<file path="config.mk">
export PLATFORM = sky130hd
export DESIGN_NAME = diff_drive_odometry_core
export DESIGN_NICKNAME = d
export VERILOG_FILES = /design/src/rtl/core/ddo_pkg.sv /design/src/rtl/core/ddo_serial_mult.sv /design/src/rtl/core/ddo_isqrt.sv /design/src/rtl/core/ddo_cordic.sv /design/src/rtl/core/diff_drive_odometry_core.sv
export SDC_FILE = /design/constraint.sdc
export NUM_CORES = 2
export LEC_CHECK = 0
export BUFFER_PORTS_ARGS = -buffer_cell sky130_fd_sc_hd__buf_2
export CAP_MARGIN = 20
export CORE_MARGIN = 1
export CORE_UTILIZATION = 40
export DETAILED_ROUTE_END_ITERATION = 16
export SLEW_MARGIN = 0
export SYNTH_ARGS = -nofsm -noshare
export SYNTH_HDL_FRONTEND = slang
export SYNTH_SLANG_ARGS = --single-unit
export TNS_END_PERCENT = 50
</file>
<file path="constraint.sdc">
create_clock -name clk_i -period 13.3 [get_ports clk_i]
set_input_delay 1.33 -clock clk_i [delete_from_list [all_inputs] [get_ports clk_i]]
set_output_delay 1.33 -clock clk_i [all_outputs]
set_load 0.01 [all_outputs]
</file>
<file path="src/rtl/core/ddo_pkg.sv">
// Package for the differential-drive odometry core: widths, CORDIC table,
// constants, state enum and CORDIC control struct. No dependencies.
package ddo_pkg;

  localparam int PosW   = 32;
  localparam int AngW   = 24;
  localparam int AngSh  = 30 - (AngW - 4);
  localparam int Iters  = 28;
  localparam int ItW    = 5;

  localparam logic signed [35:0] PiFileQ30 = 36'sd3373259368;
  localparam logic signed [35:0] PiTrueQ30 = 36'sd3373259426;
  localparam logic signed [35:0] HalfPiQ30 = 36'sd1686629713;
  localparam logic signed [35:0] GainQ30   = 36'sd652032874;

  localparam logic [1:0] RegMpt = 2'd0;
  localparam logic [1:0] RegRad = 2'd1;
  localparam logic [1:0] RegIwb = 2'd2;

  typedef enum logic [3:0] {
    ST_IDLE, ST_VEL1, ST_VEL2, ST_VEL3, ST_VEL4, ST_SQRT, ST_ATAN,
    ST_AVG, ST_SINCOS, ST_POS, ST_DONE
  } ddo_state_e;

  function automatic logic signed [35:0] atan_q30(input logic [ItW-1:0] i);
    case (i)
      5'd0: atan_q30 = 36'sd843314856;  5'd1: atan_q30 = 36'sd497837829;
      5'd2: atan_q30 = 36'sd263043836;  5'd3: atan_q30 = 36'sd133525158;
      5'd4: atan_q30 = 36'sd67021686;   5'd5: atan_q30 = 36'sd33543515;
      5'd6: atan_q30 = 36'sd16775850;   5'd7: atan_q30 = 36'sd8388437;
      5'd8: atan_q30 = 36'sd4194282;    5'd9: atan_q30 = 36'sd2097149;
      5'd10: atan_q30 = 36'sd1048575;   5'd11: atan_q30 = 36'sd524287;
      5'd12: atan_q30 = 36'sd262143;    5'd13: atan_q30 = 36'sd131071;
      5'd14: atan_q30 = 36'sd65535;     5'd15: atan_q30 = 36'sd32767;
      5'd16: atan_q30 = 36'sd16383;     5'd17: atan_q30 = 36'sd8191;
      5'd18: atan_q30 = 36'sd4095;      5'd19: atan_q30 = 36'sd2047;
      5'd20: atan_q30 = 36'sd1023;      5'd21: atan_q30 = 36'sd511;
      5'd22: atan_q30 = 36'sd255;       5'd23: atan_q30 = 36'sd127;
      5'd24: atan_q30 = 36'sd63;        5'd25: atan_q30 = 36'sd31;
      5'd26: atan_q30 = 36'sd15;        5'd27: atan_q30 = 36'sd7;
      default: atan_q30 = 36'sd0;
    endcase
  endfunction

  typedef struct packed {
    logic       start;
    logic [1:0] mode;   // 0 atan2 (vectoring), 1 sincos (rotation)
  } ddo_cordic_ctl_t;

  localparam logic [1:0] ModeAtan = 2'd0;
  localparam logic [1:0] ModeRot  = 2'd1;

endpackage

</file>
<file path="src/rtl/core/ddo_serial_mult.sv">
// Shift-add multiplier, one multiplier bit per cycle (signed 48 x unsigned 32).
// Depends on ddo_pkg.
module ddo_serial_mult (
  input  logic               clk_i,
  input  logic               rst_ni,
  input  logic               start_i,
  input  logic signed [47:0] a_i,
  input  logic        [31:0] b_i,
  output logic               done_o,
  output logic signed [79:0] p_o
);
  import ddo_pkg::*;

  logic signed [79:0] acc_q, acc_d;
  logic signed [79:0] a_q, a_d;
  logic [31:0] b_q, b_d;
  logic [5:0]  cnt_q, cnt_d;
  logic        busy_q, busy_d, done_q, done_d;

  always_comb begin
    acc_d = acc_q; a_d = a_q; b_d = b_q; cnt_d = cnt_q;
    busy_d = busy_q; done_d = 1'b0;
    if (start_i) begin
      acc_d = '0; a_d = 80'(a_i); b_d = b_i; cnt_d = '0; busy_d = 1'b1;
    end else if (busy_q) begin
      if (b_q[0]) acc_d = acc_q + a_q;
      a_d = a_q <<< 1;
      b_d = b_q >> 1;
      cnt_d = cnt_q + 6'd1;
      if (cnt_q == 6'd31) begin
        busy_d = 1'b0; done_d = 1'b1;
      end
    end
  end

  always_ff @(posedge clk_i or negedge rst_ni) begin
    if (!rst_ni) begin
      busy_q <= 1'b0; done_q <= 1'b0; cnt_q <= '0;
    end else begin
      busy_q <= busy_d; done_q <= done_d; cnt_q <= cnt_d;
    end
  end

  always_ff @(posedge clk_i) begin
    acc_q <= acc_d; a_q <= a_d; b_q <= b_d;
  end

  assign done_o = done_q;
  assign p_o    = acc_q;
endmodule

</file>
<file path="src/rtl/core/ddo_isqrt.sv">
// Bit-serial integer square root, two radicand bits per cycle (64-bit in).
// Depends on ddo_pkg.
module ddo_isqrt (
  input  logic        clk_i,
  input  logic        rst_ni,
  input  logic        start_i,
  input  logic [63:0] n_i,
  output logic        done_o,
  output logic [31:0] root_o
);
  import ddo_pkg::*;

  logic [63:0] rem_q, rem_d, res_q, res_d, bit_q, bit_d;
  logic        busy_q, busy_d, done_q, done_d;
  logic [63:0] trial;

  always_comb begin
    rem_d = rem_q; res_d = res_q; bit_d = bit_q; busy_d = busy_q; done_d = 1'b0;
    trial = res_q + bit_q;
    if (start_i) begin
      rem_d = n_i; res_d = '0; bit_d = 64'd1 << 62; busy_d = 1'b1;
    end else if (busy_q) begin
      if (rem_q >= trial) begin
        rem_d = rem_q - trial;
        res_d = (res_q >> 1) + bit_q;
      end else begin
        res_d = res_q >> 1;
      end
      bit_d = bit_q >> 2;
      if (bit_q[0]) begin
        busy_d = 1'b0; done_d = 1'b1;
      end
    end
  end

  always_ff @(posedge clk_i or negedge rst_ni) begin
    if (!rst_ni) begin
      busy_q <= 1'b0; done_q <= 1'b0;
    end else begin
      busy_q <= busy_d; done_q <= done_d;
    end
  end

  always_ff @(posedge clk_i) begin
    rem_q <= rem_d; res_q <= res_d; bit_q <= bit_d;
  end

  assign done_o = done_q;
  assign root_o = res_q[31:0];
endmodule

</file>
<file path="src/rtl/core/ddo_cordic.sv">
// Iterative CORDIC, one micro-rotation per cycle: vectoring (atan2) or
// rotation (sin/cos). Depends on ddo_pkg.
module ddo_cordic (
  input  logic                      clk_i,
  input  logic                      rst_ni,
  input  ddo_pkg::ddo_cordic_ctl_t  ctl_i,
  input  logic signed [35:0]        x_i,
  input  logic signed [35:0]        y_i,
  input  logic signed [35:0]        z_i,
  output logic                      done_o,
  output logic signed [35:0]        x_o,
  output logic signed [35:0]        y_o,
  output logic signed [35:0]        z_o
);
  import ddo_pkg::*;

  logic signed [35:0] x_q, x_d, y_q, y_d, z_q, z_d, xs, ys, at;
  logic [ItW-1:0] it_q, it_d;
  logic [1:0]     mode_q, mode_d;
  logic           busy_q, busy_d, done_q, done_d, dir;

  always_comb begin
    x_d = x_q; y_d = y_q; z_d = z_q; it_d = it_q; mode_d = mode_q;
    busy_d = busy_q; done_d = 1'b0;
    xs = x_q >>> it_q;
    ys = y_q >>> it_q;
    at = atan_q30(it_q);
    dir = (mode_q == ModeAtan) ? (y_q >= 0) : (z_q >= 0);
    if (ctl_i.start) begin
      x_d = x_i; y_d = y_i; z_d = z_i; it_d = '0; mode_d = ctl_i.mode;
      busy_d = 1'b1;
    end else if (busy_q) begin
      if (mode_q == ModeAtan) begin
        if (dir) begin
          x_d = x_q + ys; y_d = y_q - xs; z_d = z_q + at;
        end else begin
          x_d = x_q - ys; y_d = y_q + xs; z_d = z_q - at;
        end
      end else begin
        if (dir) begin
          x_d = x_q - ys; y_d = y_q + xs; z_d = z_q - at;
        end else begin
          x_d = x_q + ys; y_d = y_q - xs; z_d = z_q + at;
        end
      end
      it_d = it_q + 5'd1;
      if (it_q == ItW'(Iters - 1)) begin
        busy_d = 1'b0; done_d = 1'b1;
      end
    end
  end

  always_ff @(posedge clk_i or negedge rst_ni) begin
    if (!rst_ni) begin
      busy_q <= 1'b0; done_q <= 1'b0; it_q <= '0; mode_q <= ModeAtan;
    end else begin
      busy_q <= busy_d; done_q <= done_d; it_q <= it_d; mode_q <= mode_d;
    end
  end

  always_ff @(posedge clk_i) begin
    x_q <= x_d; y_q <= y_d; z_q <= z_d;
  end

  assign done_o = done_q;
  assign x_o = x_q;
  assign y_o = y_q;
  assign z_o = z_q;
endmodule

</file>
<file path="src/rtl/core/diff_drive_odometry_core.sv">
// Differential-drive wheel odometry core.
// Each transaction runs nine serial 32-step multiplies, one 32-step square
// root and two 28-step CORDIC passes; when the arcsine argument is rejected
// it goes to the result after the sixth multiply. One transaction in flight;
// a new one is taken only once the last result is in the output register.
// Async active-low reset clears pose, registers to defaults.
module diff_drive_odometry_core (
  input  logic         clk_i,
  input  logic         rst_ni,
  input  logic         s_axis_tvalid_i,
  output logic         s_axis_tready_o,
  // [23:0] left_distance, [47:24] right_distance,
  // [71:48] left_tick_rate, [95:72] right_tick_rate
  input  logic [95:0]  s_axis_tdata_i,
  output logic         m_axis_tvalid_o,
  input  logic         m_axis_tready_i,
  // [31:0] pose_x, [63:32] pose_y, [86:64] heading,
  // [110:87] linear_velocity, [134:111] angular_velocity, [135] rejected
  output logic [135:0] m_axis_tdata_o,
  input  logic         psel,
  input  logic         penable,
  input  logic         pwrite,
  input  logic [3:0]   paddr,
  input  logic [31:0]  pwdata,
  output logic [31:0]  prdata,
  output logic         pready
);
  import ddo_pkg::*;

  // ---- configuration registers ----
  logic [31:0] mpt_q;
  logic [19:0] rad_q, iwb_q;
  logic        cfg_wr;
  assign pready = 1'b1;
  assign cfg_wr = psel && penable && pwrite;

  always_ff @(posedge clk_i or negedge rst_ni) begin
    if (!rst_ni) begin
      mpt_q <= 32'd1431656; rad_q <= 20'd8192; iwb_q <= 20'd65536;
    end else if (cfg_wr) begin
      case (paddr[3:2])
        RegMpt:  mpt_q <= pwdata;
        RegRad:  rad_q <= pwdata[19:0];
        RegIwb:  iwb_q <= pwdata[19:0];
        default: ;
      endcase
    end
  end

  always_comb begin
    case (paddr[3:2])
      RegMpt:  prdata = mpt_q;
      RegRad:  prdata = {12'd0, rad_q};
      RegIwb:  prdata = {12'd0, iwb_q};
      default: prdata = '0;
    endcase
  end

  // ---- state ----
  ddo_state_e st_q, st_d;
  logic signed [PosW-1:0] px_q, px_d, py_q, py_d;
  logic signed [AngW-1:0] hd_q, hd_d;
  logic signed [23:0] dl_q, dr_q, tl_q, tr_q;
  logic signed [35:0] a_q, a_d, co_q, co_d, si_q, si_d, turn_q, turn_d;
  logic        rej_q, rej_d, neg_q, neg_d;
  logic signed [23:0] lin_q, lin_d, ang_q, ang_d;
  logic [2:0]  ph_q, ph_d;             // sub-phase inside a state
  logic        ovalid_q, ovalid_d;
  logic [135:0] odata_q, odata_d;

  // shared units
  logic               m_start, m_done;
  logic signed [47:0] m_a;
  logic        [31:0] m_b;
  logic signed [79:0] m_p;
  logic               q_start, q_done;
  logic [63:0]        q_n;
  logic [31:0]        q_root;
  ddo_cordic_ctl_t    c_ctl;
  logic signed [35:0] cx_i, cy_i, cz_i, cx_o, cy_o, cz_o;
  logic               c_done;

  ddo_serial_mult u_mult (.clk_i, .rst_ni, .start_i(m_start), .a_i(m_a), .b_i(m_b),
                          .done_o(m_done), .p_o(m_p));
  ddo_isqrt u_sqrt (.clk_i, .rst_ni, .start_i(q_start), .n_i(q_n),
                    .done_o(q_done), .root_o(q_root));
  ddo_cordic u_cordic (.clk_i, .rst_ni, .ctl_i(c_ctl), .x_i(cx_i), .y_i(cy_i),
                       .z_i(cz_i), .done_o(c_done), .x_o(cx_o), .y_o(cy_o), .z_o(cz_o));

  // round half up by 16/17/37 etc.
  function automatic logic signed [79:0] rsh(input logic signed [79:0] v,
                                             input logic [5:0] s);
    rsh = (v + (80'sd1 <<< (s - 6'd1))) >>> s;
  endfunction

  function automatic logic signed [79:0] sat(input logic signed [79:0] v,
                                             input logic [5:0] w);
    logic signed [79:0] hi, lo;
    hi = (80'sd1 <<< (w - 6'd1)) - 80'sd1;
    lo = -hi - 80'sd1;
    sat = (v > hi) ? hi : ((v < lo) ? lo : v);
  endfunction

  logic signed [24:0] ddiff;
  logic signed [79:0] prod, one38, avg, hsum, tmp, pia;
  assign ddiff = 25'(dr_q) - 25'(dl_q);
  assign one38 = 80'sd1 <<< 38;
  assign pia   = (80'(PiFileQ30) + (80'sd1 <<< (AngSh - 1))) >>> AngSh;
  // the output register parts the two sides: a held result does not block taking the next input, only its ST_DONE
  assign s_axis_tready_o = (st_q == ST_IDLE);
  assign m_axis_tvalid_o = ovalid_q;
  assign m_axis_tdata_o  = odata_q;

  always_comb begin
    st_d = st_q; px_d = px_q; py_d = py_q; hd_d = hd_q;
    a_d = a_q; co_d = co_q; si_d = si_q; turn_d = turn_q;
    rej_d = rej_q; neg_d = neg_q; lin_d = lin_q; ang_d = ang_q; ph_d = ph_q;
    ovalid_d = ovalid_q; odata_d = odata_q;
    m_start = 1'b0; m_a = '0; m_b = '0;
    q_start = 1'b0; q_n = '0;
    c_ctl = '0; cx_i = '0; cy_i = '0; cz_i = '0;
    prod = '0; avg = '0; hsum = '0; tmp = '0;
    if (ovalid_q && m_axis_tready_i) ovalid_d = 1'b0;
    case (st_q)
      ST_IDLE: begin
        if (s_axis_tvalid_i && s_axis_tready_o) begin
          st_d = ST_VEL1; ph_d = '0;
        end
      end
      ST_VEL1: begin  // (tl+tr)*mpt
        if (ph_q == 3'd0) begin
          m_start = 1'b1; m_a = 48'(25'(tl_q) + 25'(tr_q)); m_b = mpt_q; ph_d = 3'd1;
        end else if (m_done) begin
          m_start = 1'b1; m_a = 48'(rsh(m_p, 6'd16)); m_b = 32'(rad_q);
          st_d = ST_VEL2; ph_d = '0;
        end
      end
      ST_VEL2: begin
        if (m_done) begin
          lin_d = 24'(sat(rsh(m_p, 6'd17), 6'd24));
          m_start = 1'b1; m_a = 48'(25'(tr_q) - 25'(tl_q)); m_b = mpt_q;
          st_d = ST_VEL3;
        end
      end
      ST_VEL3: begin
        if (m_done) begin
          if (ph_q == 3'd0) begin
            m_start = 1'b1; m_a = 48'(rsh(m_p, 6'd16)); m_b = 32'(rad_q); ph_d = 3'd1;
          end else begin
            m_start = 1'b1; m_a = 48'(sat(rsh(m_p, 6'd16), 6'd43)); m_b = 32'(iwb_q);
            st_d = ST_VEL4; ph_d = '0;
          end
        end
      end
      ST_VEL4: begin
        if (m_done) begin
          ang_d = 24'(sat(rsh(m_p, 6'd16), 6'd24));
          m_start = 1'b1; m_a = 48'(ddiff); m_b = 32'(iwb_q);
          st_d = ST_SQRT;
        end
      end
      ST_SQRT: begin
        if (ph_q == 3'd0) begin
          if (m_done) begin
            prod = m_p;
            rej_d = (prod > one38) || (prod < -one38);
            a_d = 36'(rsh(prod, 6'd8));
            if ((prod > one38) || (prod < -one38)) st_d = ST_DONE;
            else ph_d = 3'd1;
          end
        end else if (ph_q == 3'd1) begin  // a*a by the serial multiplier
          m_start = 1'b1; m_a = 48'(a_q < 0 ? -a_q : a_q);
          m_b = 32'(a_q < 0 ? -a_q : a_q); ph_d = 3'd2;
        end else if (ph_q == 3'd2) begin
          if (m_done) begin
            q_start = 1'b1; q_n = (64'd1 << 60) - 64'(m_p); ph_d = 3'd3;
          end
        end else if (q_done) begin
          c_ctl.start = 1'b1; c_ctl.mode = ModeAtan;
          cx_i = 36'(q_root); cy_i = a_q; cz_i = '0;
          st_d = ST_ATAN; ph_d = '0;
        end
      end
      ST_ATAN: begin
        if (c_done) begin
          turn_d = cz_o;
          st_d = ST_AVG;
        end
      end
      ST_AVG: begin
        avg = rsh(80'(turn_q), 6'd1) + (80'(hd_q) <<< AngSh);
        if (avg > 80'(PiFileQ30)) avg = avg - 80'(PiFileQ30) * 2;
        else if (avg < -80'(PiFileQ30)) avg = avg + 80'(PiFileQ30) * 2;
        neg_d = 1'b0;
        if (avg > 80'(HalfPiQ30)) begin
          avg = avg - 80'(PiTrueQ30); neg_d = 1'b1;
        end else if (avg < -80'(HalfPiQ30)) begin
          avg = avg + 80'(PiTrueQ30); neg_d = 1'b1;
        end
        c_ctl.start = 1'b1; c_ctl.mode = ModeRot;
        cx_i = GainQ30; cy_i = '0; cz_i = 36'(avg);
        st_d = ST_SINCOS;
      end
      ST_SINCOS: begin
        if (c_done) begin
          co_d = neg_q ? -cx_o : cx_o;
          si_d = neg_q ? -cy_o : cy_o;
          st_d = ST_POS; ph_d = '0;
        end
      end
      ST_POS: begin
        hsum = 80'(dl_q) + 80'(dr_q);
        if (ph_q == 3'd0) begin  // |sum| * co, sign fixed afterwards
          m_start = 1'b1; m_a = 48'(co_q);
          m_b = 32'(hsum < 0 ? -hsum : hsum); ph_d = 3'd1;
        end else if (ph_q == 3'd1) begin
          if (m_done) begin
            tmp = hsum < 0 ? -m_p : m_p;
            px_d = PosW'(sat(80'(px_q) + rsh(tmp, 6'd37), 6'(PosW)));
            m_start = 1'b1; m_a = 48'(si_q);
            m_b = 32'(hsum < 0 ? -hsum : hsum); ph_d = 3'd2;
          end
        end else if (m_done) begin
          tmp = hsum < 0 ? -m_p : m_p;
          py_d = PosW'(sat(80'(py_q) + rsh(tmp, 6'd37), 6'(PosW)));
          tmp = 80'(hd_q) + rsh(80'(turn_q), 6'(AngSh));
          if (tmp > pia) tmp = tmp - pia * 2;
          else if (tmp < -pia) tmp = tmp + pia * 2;
          hd_d = AngW'(sat(tmp, 6'(AngW)));
          st_d = ST_DONE; ph_d = '0;
        end
      end
      ST_DONE: begin
        if (!ovalid_q || m_axis_tready_i) begin
          ovalid_d = 1'b1;
          odata_d = {rej_q, ang_q, lin_q, hd_q[22:0], py_q[31:0], px_q[31:0]};
          st_d = ST_IDLE;
        end
      end
      default: st_d = ST_IDLE;
    endcase
  end

  always_ff @(posedge clk_i or negedge rst_ni) begin
    if (!rst_ni) begin
      st_q <= ST_IDLE; px_q <= '0; py_q <= '0; hd_q <= '0;
      ph_q <= '0; ovalid_q <= 1'b0;
    end else begin
      st_q <= st_d; px_q <= px_d; py_q <= py_d; hd_q <= hd_d;
      ph_q <= ph_d; ovalid_q <= ovalid_d;
    end
  end

  always_ff @(posedge clk_i) begin
    if (st_q == ST_IDLE && s_axis_tvalid_i && s_axis_tready_o) begin
      dl_q <= s_axis_tdata_i[23:0];  dr_q <= s_axis_tdata_i[47:24];
      tl_q <= s_axis_tdata_i[71:48]; tr_q <= s_axis_tdata_i[95:72];
    end
    a_q <= a_d; co_q <= co_d; si_q <= si_d;
    turn_q <= turn_d; rej_q <= rej_d; neg_q <= neg_d; lin_q <= lin_d;
    ang_q <= ang_d; odata_q <= odata_d;
  end
endmodule

</file>
==> qor.yml <==
power:
  peakVddDrop_mv: 0.139
  power.total_mw: 26.1
  leakagePower_nw: 41.2
  power_density_mw_per_mm2: 255
clock_tree:
  clock_path_buffers: 3
  clk_transition_reported_paths_ns: 0.06
  numCtsBuffers: 136
  root_buffer: "clkbuf_16"
  ctsHoldBuffers: 0
  cts_setup_buffers: 0
  cts_tree: "built"
  post_cts_resized: 0
  cts_htree_levels: 4
  clk_latency_ns: 0.86
  clock_sinks: 1072
critical_path:
  cpMostUsedCell: "a21oi_1"
  start_kind: "flop"
  criticalPathCategory: "reg2reg"
  endpoint_kind: "flop"
  cp_data_required_time_ns: 14.07
  cpPeakStageDelay_ns: 0.88
  cp_slowest_cell: "nand2_2"
  cp_max_fo: 44
  cp.arrival_ns: 12.27
  reg2reg_slack_ns: 1.80
layout:
  nets: 12000
  final_cell_mix: "nand2_1 (1190), nor2_1 (1004), a21oi_1 (924), o21ai_0 (766), edfxtp_1 (710)"
  drive_gt1_share_pct: 9.05
  nFillCells: 22500
  final_area_mm2: 0.102
  area_growth_pct: 10.0
  final_common_cell: "nand2_1"
sta:
  max_slew_margin_pct: 11.3
  post-route-min-period_ns: 11.50
  fin_hold_ws_ns: 0.404
  setup_viol_count_final: 0
  timing_worst_slew_pin_value_ns: 1.32
  rsz0062_at_grt: "false"
  hold_violations: 0
  finalWorstSetupSlack_ns: 1.80
  tns_ns: 0
  clock.fmax_ghz: 0.0869
  fin_skew_ns: 0.0755
  slew_viol_final: 0
  fin_crit_sh_pct: 86.5
grt:
  grt_usage_pct: 27.1
  grt_pass1_wl_mm: 497
  grt_max_degree: 88
  first_global_vias: 81200
  antenna_found_initial: 10
  grt_overflow_total: 0
drt:
  wire_per_inst_um: 23.2
  viasPerCell: 6.07
  initialDrtViolationCount: 9075
  drc: 0
  wl_mm: 332
  drt_first_pass_iters: 7
  ant_nets: 0
  vias: 86500
die:
  die_h_um: 484
  io-pin-count: 310
  core_mm2: 0.231
  die_area_mm2: 0.235
  die_w_um: 484
  fp-row-count: 176
  initial_utilization_pct: 40.4
synthesis:
  ys_ff_latch: 1072
  synth_cell_types: 115
  synth-edff-count: 710
  synth_cells: 11100
  syn-num-nets: 11900
  ys.flop_type: "edfxtp_1"
  synth_seq_area_share_pct: 31.7
  syn_area_mm2: 0.0931
  synth.avg_cell_area_um2: 8.38
  yosys_warnings: 0
  synthArstFlopShare_pct: 17.4
placed_design:
  dp_hpwl_mm: 253
  routabilityCongestion: 0.983
  portBuffers: 306
  post_dp_cell_area_mm2: 0.0976
  pre_cts_ws_ns: 2.07
outcome:
  run_status: "finished clean"
min_path:
  holdCritPathClass: "in2async"
job:
  cap_viol_max_count: 0
==> per-stage QoR <==
stage / utilization (%) / instances
finish: 44.4 / 14300
global route: 44.4 / 14300
CTS: 44.4 / 14300
detailed placement: 42.3 / 14000
global placement: 42.3 / 14000
floorplan: - / 11100
==> final timing paths <==
check                      depth (start not counted)                            end                     from
min                                                1          iwb_q[11]$_DFFE_PN0P_                   rst_ni
max                                               38           px_q[12]$_DFFE_PN0P_        dl_q[0]$_DFFE_PP_
min in group clk_i                                 0  m_axis_tdata_o[107]$_DFFE_PP_  lin_q[20]$_SDFFCE_PN1P_
min reg2reg                                        0  m_axis_tdata_o[107]$_DFFE_PP_  lin_q[20]$_SDFFCE_PN1P_
max reg2reg                                       38           px_q[12]$_DFFE_PN0P_        dl_q[0]$_DFFE_PP_
max in group asynchronous                          2            ph_q[1]$_DFFE_PN0P_                   rst_ni
==> kinds of logic (layout without fill, tap and decap cells) <==
kind of cell | count (synthesis) | in the layout | share of synthesized area, %
AO/OA/AOI/OAI | 3247 | 3247 | 22.4
XOR/XNOR | 1054 | 1054 | 9.93
adder cells (fa/ha/maj) | 694 | 694 | 9.46
buffers and inverters | 1072 | 1197 | 4.40
flip-flops | 1072 | 1072 | 31.7
multiplexers | 279 | 279 | 3.59
other | 1 | 6 | 0.00403
AND/OR/NAND/NOR | 3688 | 3688 | 18.5
==> synthesized netlist by cell type (174+ instances only) <==
library cell / number / area share [%]
clkbuf_1: 518 / 2.1
edfxtp_1: 710 / 23
ha_1: 678 / 9.1
nor3_1: 247 / 1.3
inv_1: 463 / 1.9
nand2_1: 1194 / 4.8
a21oi_1: 926 / 5.0
xnor2_1: 669 / 6.3
dfrtp_1: 174 / 4.7
o21ai_0: 768 / 4.1
nand3_1: 255 / 1.4
xor2_1: 384 / 3.6
nor2_1: 1009 / 4.1
dfxtp_1: 176 / 3.8
a21o_1: 203 / 1.6
==> registers in the layout, indices dropped and copies added (netlist names), 32 cells and up <==
register,count
u_cordic.z_o,36
a_q,36
u_mult.p_o,80
u_sqrt.bit_q,32
turn_q,36
si_q,36
u_cordic.x_o,36
m_axis_tdata_o,136
u_sqrt.rem_q,64
py_q,32
u_mult.b_q,32
px_q,32
mpt_q,32
co_q,36
u_cordic.y_o,36
u_mult.a_q,80
u_sqrt.res_q,64
==> critical path: cells and delay by family (launching register included) <==
kind            cells  cell delay [ns]
compound gates     25             6.89
simple gates        7             2.24
fa+ha+maj           3             1.01
xor+xnor            2             0.52
flops               1             0.40
buf+inv             1             0.27
==> power breakdown <==
part | switching, mW | internal [mW] | total (mW)
Sequential | 0.961 | 4.77 | 5.73
Clock | 1.68 | 2.28 | 3.97
Combinational | 10.1 | 6.33 | 16.4
==> cell type report <==
cell class / count / area, um2 / area share, %
Multi-Input combinational cell: 8963 / 59700 / 58.3
Sequential cell: 1072 / 29500 / 28.8
Tap cell: 3026 / 3790 / 3.70
Clock buffer: 170 / 3640 / 3.56
Timing Repair Buffer: 477 / 2850 / 2.78
Inverter: 468 / 1760 / 1.72
Clock inverter: 82 / 1140 / 1.11
Antenna cell: 5 / 12.5 / 0.0122
==> layer usage <==
| layer | global-route usage, % | vias to the layer above | wire length, um |
|---|---|---|---|
| li1 | - | 40600 | - |
| met1 | 37.2 | 41800 | 145000 |
| met2 | 42.9 | 3519 | 148000 |
| met3 | 4.29 | 549 | 26200 |
| met4 | 9.92 | 4 | 12200 |
| met5 | 0 | - | 23 |
Power figures use the tool's default switching activity.
